[src/rtl/mdes_pkg.sv]
`default_nettype none

package mdes_pkg;

	localparam int DEM_W = 32;
	localparam int FRAC_W = 17;

	localparam logic [13:0] YEAR_LIMIT = 14'd9999;
	localparam logic [FRAC_W-1:0] FRAC_ONE = 17'd65536;

	// y / 100 as (y * 5243) >> 19, exact for every 14-bit year
	localparam logic [12:0] DIV100_MUL = 13'd5243;
	localparam logic [6:0] CENTURY = 7'd100;

	// first count value of each division pass, counted down to zero (one quotient bit a cycle)
	localparam logic [4:0] SHARE_LAST = 5'd31;
	localparam logic [4:0] FRAC_LAST = 5'd15;

	localparam logic ACT_LOAD = 1'b0;
	localparam logic ACT_STEP = 1'b1;

	// register indexes on the config port (byte address 8 * index)
	localparam logic [2:0] REG_JAN_FEB = 3'd0;
	localparam logic [2:0] REG_MAR_APR = 3'd1;
	localparam logic [2:0] REG_MAY_JUN = 3'd2;
	localparam logic [2:0] REG_JUL_AUG = 3'd3;
	localparam logic [2:0] REG_SEP_OCT = 3'd4;
	localparam logic [2:0] REG_NOV_DEC = 3'd5;

	localparam logic [3:0] MON_FEB = 4'd2;
	localparam logic [3:0] MON_APR = 4'd4;
	localparam logic [3:0] MON_JUN = 4'd6;
	localparam logic [3:0] MON_SEP = 4'd9;
	localparam logic [3:0] MON_NOV = 4'd11;
	localparam logic [3:0] MON_DEC = 4'd12;

	typedef enum logic [10:0] {
		ST_IDLE  = 11'b00000000001,
		ST_LEAP  = 11'b00000000010,
		ST_CHECK = 11'b00000000100,
		ST_PREP  = 11'b00000001000,
		ST_DIV1  = 11'b00000010000,
		ST_CAP   = 11'b00000100000,
		ST_ACC   = 11'b00001000000,
		ST_FSET  = 11'b00010000000,
		ST_DIV2  = 11'b00100000000,
		ST_FIN   = 11'b01000000000,
		ST_OUT   = 11'b10000000000
	} state_t;

	function automatic logic [4:0] month_len(input logic leap, input logic [3:0] m);
		logic [4:0] len;
		if (m == MON_FEB) begin
			len = leap ? 5'd29 : 5'd28;
		end else if (m == MON_APR || m == MON_JUN || m == MON_SEP || m == MON_NOV) begin
			len = 5'd30;
		end else begin
			len = 5'd31;
		end
		return len;
	endfunction

endpackage

`default_nettype wire

[src/rtl/monthly_demand_extraction_step.sv]
`default_nettype none

// Channel   | Handshake            | Payload
// ----------+----------------------+-----------------------------------------------
// request   | req_valid/req_ready  | action, flow, min_flow, start_year/month/day/sum
// response  | rsp_valid/rsp_ready  | extraction, downstream_flow, demand_fraction,
//           |                      | error_code
// config    | APB (psel/penable)   | 64-bit monthly demand pairs at 8 * index
//
// One item at a time. For a load or an invalid date, rsp_valid rises after the
// leap, check and output states; a daily step may also use one shared restoring
// divider that makes one quotient bit a cycle: 32 bits of daily share, then 16 bits
// of demand fraction. req_ready is high only while the sequencer is idle; a
// finished result waits in the output register, and a new item is taken meanwhile.
// Reset: date 2000-01-01, month sum and demands zero.

module monthly_demand_extraction_step
	import mdes_pkg::*;
#(
	parameter int FLOW_BITS = 32
) (
	input  wire logic               clk,
	input  wire logic               arst_n,

	input  wire logic               req_valid,
	output logic                    req_ready,
	input  wire logic               action,
	input  wire logic [31:0]        flow,
	input  wire logic signed [31:0] min_flow,
	input  wire logic [13:0]        start_year,
	input  wire logic [3:0]         start_month,
	input  wire logic [4:0]         start_day,
	input  wire logic [31:0]        start_sum,

	output logic                    rsp_valid,
	input  wire logic               rsp_ready,
	output logic [31:0]             extraction,
	output logic [31:0]             downstream_flow,
	output logic [FRAC_W-1:0]       demand_fraction,
	output logic                    error_code,

	input  wire logic               psel,
	input  wire logic               penable,
	input  wire logic               pwrite,
	input  wire logic [5:0]         paddr,
	input  wire logic [63:0]        pwdata,
	output logic [63:0]             prdata,
	output logic                    pready
);

	// volumes never exceed the 32-bit inputs, so storage is the narrower width
	localparam int VW = (FLOW_BITS < 32) ? FLOW_BITS : 32;

	state_t state_q;

	logic [63:0] dem_jf_q, dem_ma_q, dem_mj_q, dem_ja_q, dem_so_q, dem_nd_q;

	logic [13:0]    cur_year_q;
	logic [3:0]     cur_month_q;
	logic [4:0]     cur_day_q;
	logic [VW-1:0]  month_sum_q;

	logic           act_q;
	logic [VW-1:0]  flow_q;
	logic [VW-1:0]  qmin_q;
	logic [7:0]     q100_q;
	logic [4:0]     mlen_q;
	logic [DEM_W-1:0] dem_q;
	logic [VW-1:0]  sum_eff_q;
	logic [VW-1:0]  e_q;
	logic [VW-1:0]  sum_new_q;
	logic [FRAC_W-1:0] frac_q;
	logic           err_q;

	logic [DEM_W-1:0] rem_q, quo_q, dvs_q;
	logic [4:0]     cnt_q;

	// ---------------- config port ----------------
	wire logic [2:0] reg_idx = paddr[5:3];
	wire logic cfg_wr = psel && penable && pwrite;

	assign pready = 1'b1;

	always_comb begin
		unique case (reg_idx)
			REG_JAN_FEB: prdata = dem_jf_q;
			REG_MAR_APR: prdata = dem_ma_q;
			REG_MAY_JUN: prdata = dem_mj_q;
			REG_JUL_AUG: prdata = dem_ja_q;
			REG_SEP_OCT: prdata = dem_so_q;
			REG_NOV_DEC: prdata = dem_nd_q;
			default:     prdata = '0;
		endcase
	end

	always_ff @(posedge clk or negedge arst_n) begin
		if (!arst_n) begin
			dem_jf_q <= '0;
			dem_ma_q <= '0;
			dem_mj_q <= '0;
			dem_ja_q <= '0;
			dem_so_q <= '0;
			dem_nd_q <= '0;
		end else if (cfg_wr) begin
			unique case (reg_idx)
				REG_JAN_FEB: dem_jf_q <= pwdata;
				REG_MAR_APR: dem_ma_q <= pwdata;
				REG_MAY_JUN: dem_mj_q <= pwdata;
				REG_JUL_AUG: dem_ja_q <= pwdata;
				REG_SEP_OCT: dem_so_q <= pwdata;
				REG_NOV_DEC: dem_nd_q <= pwdata;
				default: ;
			endcase
		end
	end

	// ---------------- combinational helpers ----------------
	logic [26:0]      year_prod;
	logic [13:0]      year_c100;
	logic             leap;
	logic [4:0]       mlen;
	logic             date_ok;
	logic [63:0]      dem_pair;
	logic [3:0]       mon_m1;
	logic [DEM_W-1:0] dem_sel;
	logic [4:0]       days_left;
	logic             no_take;
	logic [VW-1:0]    diff;
	logic [DEM_W:0]   rem_sh;
	logic             q_bit;
	logic [DEM_W-1:0] rem_next, quo_next;

	assign year_prod = 27'(cur_year_q) * 27'(DIV100_MUL);
	assign year_c100 = 14'(q100_q * CENTURY);
	assign leap = (cur_year_q[1:0] == 2'b00) &&
		((cur_year_q != year_c100) || (q100_q[1:0] == 2'b00));
	assign mlen = month_len(leap, cur_month_q);
	assign date_ok = (cur_year_q <= YEAR_LIMIT) && (cur_month_q != 4'd0) &&
		(cur_month_q <= MON_DEC) && (cur_day_q != 5'd0) && (cur_day_q <= mlen);

	assign mon_m1 = cur_month_q - 4'd1;
	always_comb begin
		unique case (mon_m1[3:1])
			3'd0:    dem_pair = dem_jf_q;
			3'd1:    dem_pair = dem_ma_q;
			3'd2:    dem_pair = dem_mj_q;
			3'd3:    dem_pair = dem_ja_q;
			3'd4:    dem_pair = dem_so_q;
			default: dem_pair = dem_nd_q;
		endcase
	end
	assign dem_sel = mon_m1[0] ? dem_pair[63:32] : dem_pair[31:0];

	assign days_left = mlen_q - cur_day_q + 5'd1;
	assign no_take = (DEM_W'(sum_eff_q) >= dem_q) || (flow_q <= qmin_q) ||
		(dem_q == '0);
	assign diff = flow_q - qmin_q;

	// restoring divider step: one quotient bit a cycle
	assign rem_sh = {rem_q, quo_q[DEM_W-1]};
	assign q_bit = rem_sh >= {1'b0, dvs_q};
	assign rem_next = q_bit ? DEM_W'(rem_sh - {1'b0, dvs_q}) : rem_sh[DEM_W-1:0];
	assign quo_next = {quo_q[DEM_W-2:0], q_bit};

	assign req_ready = (state_q == ST_IDLE);

	// ---------------- sequencer ----------------
	always_ff @(posedge clk or negedge arst_n) begin
		if (!arst_n) begin
			state_q     <= ST_IDLE;
			cur_year_q  <= 14'd2000;
			cur_month_q <= 4'd1;
			cur_day_q   <= 5'd1;
			month_sum_q <= '0;
			rsp_valid   <= 1'b0;
			cnt_q       <= '0;
		end else begin
			// in ST_OUT the output stage decides rsp_valid itself
			if (rsp_valid && rsp_ready && state_q != ST_OUT) begin
				rsp_valid <= 1'b0;
			end
			unique case (state_q)
				ST_IDLE: begin
					if (req_valid) begin
						act_q  <= action;
						flow_q <= flow[VW-1:0];
						qmin_q <= min_flow[31] ? '0 : min_flow[VW-1:0];
						if (action == ACT_LOAD) begin
							cur_year_q  <= start_year;
							cur_month_q <= start_month;
							cur_day_q   <= start_day;
							month_sum_q <= start_sum[VW-1:0];
						end
						state_q <= ST_LEAP;
					end
				end
				ST_LEAP: begin
					q100_q  <= year_prod[26:19];
					state_q <= ST_CHECK;
				end
				ST_CHECK: begin
					mlen_q    <= mlen;
					dem_q     <= dem_sel;
					sum_eff_q <= (cur_day_q == 5'd1) ? '0 : month_sum_q;
					if (act_q == ACT_LOAD || !date_ok) begin
						err_q   <= !date_ok;
						e_q     <= '0;
						flow_q  <= '0;
						frac_q  <= '0;
						state_q <= ST_OUT;
					end else begin
						state_q <= ST_PREP;
					end
				end
				ST_PREP: begin
					if (no_take) begin
						e_q     <= '0;
						state_q <= ST_ACC;
					end else begin
						rem_q   <= '0;
						quo_q   <= dem_q - DEM_W'(sum_eff_q);
						dvs_q   <= DEM_W'(days_left);
						cnt_q   <= SHARE_LAST;
						state_q <= ST_DIV1;
					end
				end
				ST_DIV1: begin
					rem_q <= rem_next;
					quo_q <= quo_next;
					cnt_q <= cnt_q - 5'd1;
					if (cnt_q == '0) begin
						state_q <= ST_CAP;
					end
				end
				ST_CAP: begin
					e_q     <= (quo_q > DEM_W'(diff)) ? diff : quo_q[VW-1:0];
					state_q <= ST_ACC;
				end
				ST_ACC: begin
					sum_new_q <= sum_eff_q + e_q;
					state_q   <= ST_FSET;
				end
				ST_FSET: begin
					if (dem_q == '0) begin
						frac_q  <= '0;
						state_q <= ST_FIN;
					end else if (DEM_W'(sum_new_q) >= dem_q) begin
						frac_q  <= FRAC_ONE;
						state_q <= ST_FIN;
					end else begin
						// sum < demand, so (sum << 16) / demand fits 16 bits
						rem_q   <= DEM_W'(sum_new_q);
						quo_q   <= '0;
						dvs_q   <= dem_q;
						cnt_q   <= FRAC_LAST;
						state_q <= ST_DIV2;
					end
				end
				ST_DIV2: begin
					rem_q <= rem_next;
					quo_q <= quo_next;
					cnt_q <= cnt_q - 5'd1;
					if (cnt_q == '0) begin
						frac_q  <= FRAC_W'(quo_next[15:0]);
						state_q <= ST_FIN;
					end
				end
				ST_FIN: begin
					err_q   <= 1'b0;
					state_q <= ST_OUT;
					if (cur_day_q >= mlen_q) begin
						if (cur_month_q >= MON_DEC) begin
							if (cur_year_q >= YEAR_LIMIT) begin
								// end of calendar: report, keep the state
								err_q <= 1'b1;
							end else begin
								cur_year_q  <= cur_year_q + 14'd1;
								cur_month_q <= 4'd1;
								cur_day_q   <= 5'd1;
								month_sum_q <= sum_new_q;
							end
						end else begin
							cur_month_q <= cur_month_q + 4'd1;
							cur_day_q   <= 5'd1;
							month_sum_q <= sum_new_q;
						end
					end else begin
						cur_day_q   <= cur_day_q + 5'd1;
						month_sum_q <= sum_new_q;
					end
				end
				ST_OUT: begin
					if (!rsp_valid || rsp_ready) begin
						extraction      <= 32'(e_q);
						downstream_flow <= 32'(flow_q - e_q);
						demand_fraction <= frac_q;
						error_code      <= err_q;
						rsp_valid       <= 1'b1;
						state_q         <= ST_IDLE;
					end
				end
				default: state_q <= ST_IDLE;
			endcase
		end
	end

endmodule

`default_nettype wire
[config.mk]
export PLATFORM = sky130hd
export DESIGN_NAME = monthly_demand_extraction_step
export DESIGN_NICKNAME = d
export VERILOG_FILES = /design/src/rtl/mdes_pkg.sv /design/src/rtl/monthly_demand_extraction_step.sv
export SDC_FILE = /design/constraint.sdc
export NUM_CORES = 2
export LEC_CHECK = 0
export BUFFER_PORTS_ARGS = -buffer_cell sky130_fd_sc_hd__buf_2
export CAP_MARGIN = 20
export CORE_MARGIN = 5
export CORE_UTILIZATION = 55
export DETAILED_ROUTE_END_ITERATION = 10
export HOLD_SLACK_MARGIN = 0.12
export PLACE_DENSITY = 0.73
export SETUP_SLACK_MARGIN = 0.5
export SLEW_MARGIN = 20
export SYNTH_ARGS = -nofsm -noshare
export SYNTH_HDL_FRONTEND = slang
export SYNTH_SLANG_ARGS = --single-unit
[constraint.sdc]
create_clock -name clk -period 12.63 [get_ports clk]
set_clock_uncertainty 0.2 [all_clocks]
set_input_delay 1.8945 -clock clk [delete_from_list [all_inputs] [get_ports clk]]
set_output_delay 1.8945 -clock clk [all_outputs]
set_load 0.01 [all_outputs]
Word level (Yosys, flattened, before mapping). Cells that the tools add are included.

Register bits after elaboration: 858. Output and inout bits: 149. Word-level logic and storage cells: 234.

Add/sub/neg operators: 12. Multipliers: 2. Magnitude comparators: 11. Equal/unequal tests: 44. Mux-type cells: 75. Bitwise gates (word level): 1. Reduce and logical (&&, ||, !) cells: 57.

Operators with widths (count): $mux 32 (20); $pmux 64 s6 (1); $pmux 64 s5 (1); $pmux 32 s3 (3); $pmux 32 s2 (3); $sub 32x32->32 (4); $pmux 11 s11 (1); $mux 14 (5); $mux 17 (4); $ge 32x32->1 (2); $mux 11 (5); $pmux 17 s3 (1); $mux 5 (8); $ge 33x32->1 (1); $add 32x32->32 (1); $gt 32x32->1 (1); $le 32x32->1 (1); $logic_not 32->1 (1); $pmux 14 s2 (1); $mul 14x13->27 const B (1); $ne 2x2->1 const B (13); $mux 10 (2); $mux 4 (5); $reduce_and 4->1 (5); 58 further kinds (112).

Longest topological paths before layout.
Depth after elaboration: 12. Gate-level depth with buffers: 24. Depth with buffers taken out: 22.

Worst setup path after synthesis. No wires, ideal clock.

Path type: reg-to-reg. Start point: reg q100_q[2]. End point: reg flow_q[0], enable pin. Data arrival time: 5526 ps. Required time: 11998 ps. Setup slack: 6472 ps. Stages on the path, launching flop included: 20. Path buffers: 0. Cells stage by stage: edfxtp_1 > ha_1 > ha_1 > fa_1 > ha_1 > a21o_1 > a21o_1 > a21o_1 > a21o_1 > a21oi_1 > xnor2_1 > nor4_1 > o211ai_1 > ha_1 > nand4_1 > o2111ai_1 > o2111a_1 > nand2_1 > nand2b_1 > a21oi_1.

Longest elaborated chain between the ends: 12.

Ends and longest elaborated chain: from (decl) (line monthly_demand_extraction_step.sv:66) `logic [7:0] q100_q;`; from (signal assigned) (line monthly_demand_extraction_step.sv:198) `q100_q <= year_prod[26:19];`; $mul 8x5->12 (line monthly_demand_extraction_step.sv:134) `assign year_c100 = 14'(q100_q * CENTURY);`; $ne 14x14->1 (line monthly_demand_extraction_step.sv:136) `((cur_year_q != year_c100) || (q100_q[1:0] == 2'b00));`; $logic_or 1x1->1 (line monthly_demand_extraction_step.sv:136); $logic_and 1x1->1 (line monthly_demand_extraction_step.sv:135) `assign leap = (cur_year_q[1:0] == 2'b00) &&`; $mux 1 (line mdes_pkg.sv:54) `len = leap ? 5'd29 : 5'd28;`; $mux 2 (line mdes_pkg.sv:53) `if (m == MON_FEB) begin`; net mlen[0] (line monthly_demand_extraction_step.sv:121) `logic [4:0] mlen;`; $le 5x5->1 (line monthly_demand_extraction_step.sv:139) `(cur_month_q <= MON_DEC) && (cur_day_q != 5'd0) && (cur_day_q <= mlen);`; $logic_and 1x1->1 (line monthly_demand_extraction_step.sv:139); $logic_not 1->1 (line monthly_demand_extraction_step.sv:205) `if (act_q == ACT_LOAD || !date_ok) begin`; $logic_or 1x1->1 (line monthly_demand_extraction_step.sv:205); $ne 2x2->1 (no line); $reduce_and 4->1 (no line); to (signal assigned) (line monthly_demand_extraction_step.sv:186) `flow_q <= flow[VW-1:0];`; to (decl) (line monthly_demand_extraction_step.sv:64) `logic [VW-1:0] flow_q;`.

The timed path passes the listed nets, and every way through them passes these cells. A chain may end at the register's enable or synchronous reset.

Worst setup path in the final report.
Start point: reg flow_q[0]. End point: reg e_q[3], data pin.

Longest elaborated chain between the ends: 4.

Ends and longest elaborated chain: $sub 32x32->32 * (line monthly_demand_extraction_step.sv:157) `assign diff = flow_q - qmin_q;`; $gt 32x32->1 (line monthly_demand_extraction_step.sv:236) `e_q <= (quo_q > DEM_W'(diff)) ? diff : quo_q[VW-1:0];`; $mux 32 * (line monthly_demand_extraction_step.sv:236); $pmux 32 s3 * (line monthly_demand_extraction_step.sv:182) `unique case (state_q)`; to (signal assigned) (line monthly_demand_extraction_step.sv:236); to (decl) (line monthly_demand_extraction_step.sv:70) `logic [VW-1:0] e_q;`.

Mark *: on every way between the ends. The rest lies on a longest branch, timed or not.

==> metrics <==
outcome finished clean; Nets between 5000 and 6000; hold buffer count at CTS 0; Seq/Total Area, Yosys between 40% and 50%; register share of total power a little over a quarter; Setup Fix Bufs, Post-CTS 0; grt total ovfl 0; Internal Power 8.85 mW; vias post-DR ~39000; hold endpoint demand_fraction[2]; FF-to-FF Start flow_q[0]; Gate power share a little under three fifths; PwrDens about 260 nW/um^2; Net Sw Frac 41.8%; Post-Syn Instances 4698; Mean Syn Cell Area approximately 11 um^2; Chip Height 318 um; Crit path buffers/inverters 2; fin crit share 48.9%; reg-to-reg slack, setup about 6.5 ns; synth top area cells edfxtp_1 23%, dfrtp_1 21%, ha_1 9.1%; Max Slew Vio Count 0; first-pass GRT wire length about 230000 um; Core Region roughly 95000 um^2; clock sinks between 800 and 900; CTS-repair resized insts 0; Clock transition at path regs ~0.06 ns; largest family of logic cells by synthesized area multiplexers; Hold Startpoint frac_q[2]; Die Area 101000 um^2; Period minus WS final 6.17 ns; share of the synthesized area in the top cell type between 20% and 30%; worst r2r path cells 20; antenna-violating nets left 0; final setup TNS 0 ns; switching power 6.37 mW; CTS tree done; WHS around 0.22 ns; CP arrival between 6 and 7 ns; Post-synth EDFFs slightly below 400; drt pass-1 iters 6; CTS max path bufs 3; CP max stage cell and2_2; critical path class flip-flop to flip-flop; Synth top cells by count 447 x dfrtp_1, 398 x edfxtp_1, 391 x mux2_2, 381 x ha_1, 372 x inv_1; fmax ~160 MHz; Routability Congestion around 1; Slew headroom 23.3%; leakage power between 20 and 30 nW; P&R area growth vs syn 11.7%; Critical Path Max Stage Delay 0.85 ns; complex-gate fraction of the synthesized area 13.5%; count of final setup violators 0; I/O pin count between 300 and 400; register bit count reported by yosys ~850; drt wl/cell approximately 24 um; Yosys warnings 0; # DRC 0; critical-path cell list inv_1 > ha_1 > inv_1 > fa_1 > a211oi_1 > o21ai_0 > nand4_1 > nand4_1 > a2111o_1 > a21oi_2 > o221ai_2 > xnor2_2 > ha_1 > nand4_1 > nor3_1 > nor2b_1 > a311oi_1 > and2_2 > mux2_2 > nor2_1; Initial Util ~55%; Root Buffer clkbuf_16; Synth async-reset ratio a little over half; Synth area leader edfxtp_1; CP max FO 37; mux contribution to synthesized area between 10% and 20%; post-synthesis xor/xnor area fraction roughly 2.8%; RSZ-0062 raised after global routing no; most frequent cell after synthesis dfrtp_1; Top FF cell, synth dfrtp_1; Hold Crit Class flip-flop to flip-flop; R2R Path End e_q[3]; vias in the first global route 38900; worst-skew pair later-pin latency between 0.6 and 0.7 ns; startpoint types flip-flop; endpoint class of the critical path flip-flop; overall routing resource usage between 20% and 30%; Crit path required time ~13 ns; IO buf count around 340; Adder-Cell Fraction of Synth Area between 10% and 20%; die width approximately 320 um; layout cells sized above 1 roughly a fifth; WL final ~150000 um; largest net degree at the start of global routing around 190; Worst Hold Depth 0; synth unique cells 110; Worst-Margin Slew 1.15 ns; Top cell by count, worst path nand4_1; Max-Cap Viols 0; Syn Nets approximately 5300; simple logic cell fraction of the synthesized area 9.37%; Final Hold Fails 0; CTS Buf Count 92; vias per cell between 6 and 7; worst vdd ir 0.790 mV; cell family with the largest share of critical-path delay simple AND/OR/NAND/NOR gates; Std-Cell Rows between 100 and 150; HPWL after DPL 103000 um; Clock power frac 17.8%; post-synthesis instance area 52300 um^2; 1st-iter DRT viols about 3600; htree depth 3; initial antenna violation count 25
==> per-layer routing <==
layer / GRT usage (%) / routed length [um] / part of all wire, % / vias up
met5: 0 / 128 / 0.085 / -
met4: 9.71 / 5470 / 3.6 / 18
met3: 5.82 / 12900 / 8.6 / 347
met2: 47.5 / 71600 / 48 / 1666
met1: 38.2 / 60300 / 40 / 19500
li1: - / - / - / 17800
==> cell families after synthesis <==
group,after synthesis
muxes,609
and+or+nand+nor,994
xor gates and xnor gates,163
DFF,854
AOI/OAI and AO/OA,1040
buffers and inverters,584
adders and majority gates,453
other,1
==> flip-flops by register name (all words and copies together), names as in the netlist, 64 cells and up <==
register	flops
dem_nd_q	64
dem_ja_q	64
dem_mj_q	64
dem_jf_q	64
dem_ma_q	64
dem_so_q	64
==> layout make-up <==
cell class / instances / area, um^2
Sequential cell: 854 / 23400
Fill cell: 7697 / 36400
Tap cell: 1265 / 1580
Clock inverter: 40 / 434
Multi-Input combinational cell: 3260 / 26800
Antenna cell: 14 / 35.0
Timing Repair Buffer: 386 / 2130
Inverter: 373 / 1400
Clock buffer: 128 / 2590
==> through the flow <==
stage | util (%) | std cells | cell area (um^2) | setup WS (ns) | power [mW]
after global placement | 58.3 | 6135 | 55200 | 6.55 | 12.2
after CTS | 61.5 | 6303 | 58200 | 6.49 | 15.3
after detailed placement | 58.3 | 6135 | 55200 | 6.52 | 12.5
final | 61.6 | 6320 | 58400 | 6.46 | 15.2
after floorplan | - | 4698 | 52300 | 6.47 | 10.2
after global routing | 61.6 | 6309 | 58300 | 6.09 | 16.5
==> power groups by stage <==
| stage | registers, mW | logic (mW) | clock network, mW |
|---|---|---|---|
| global placement | 3.98 | 8.19 | 0 |
| detailed placement | 4.00 | 8.47 | 0 |
| global route | 4.01 | 9.65 | 2.86 |
| floorplan | 3.84 | 6.36 | 0 |
| finish | 3.95 | 8.55 | 2.71 |
| CTS | 3.95 | 8.57 | 2.74 |
==> placed cells by master (no fill, tap or decap), types with 199 or more instances in the layout <==
cell type,instances
a22oi_1,199
edfxtp_1,398
mux2_2,391
dfrtp_1,447
inv_1,372
a21oi_1,248
nand2_1,252
ha_1,380
buf_2,340
nor2_1,227
==> how the worst max path moves through the flow <==
stage	from	cells past startpoint	slack, ns	to
final	flow_q[0]	20	6.46	e_q[3]
after global routing	flow_q[0]	21	6.09	e_q[8]
after CTS	q100_q[1]	21	6.49	e_q[30]
after detailed placement	q100_q[2]	20	6.52	e_q[4]
after global placement	q100_q[2]	20	6.55	e_q[1]
after floorplan	q100_q[2]	19	6.47	flow_q[0]
Note: power is estimated with default switching activity, not from simulation.
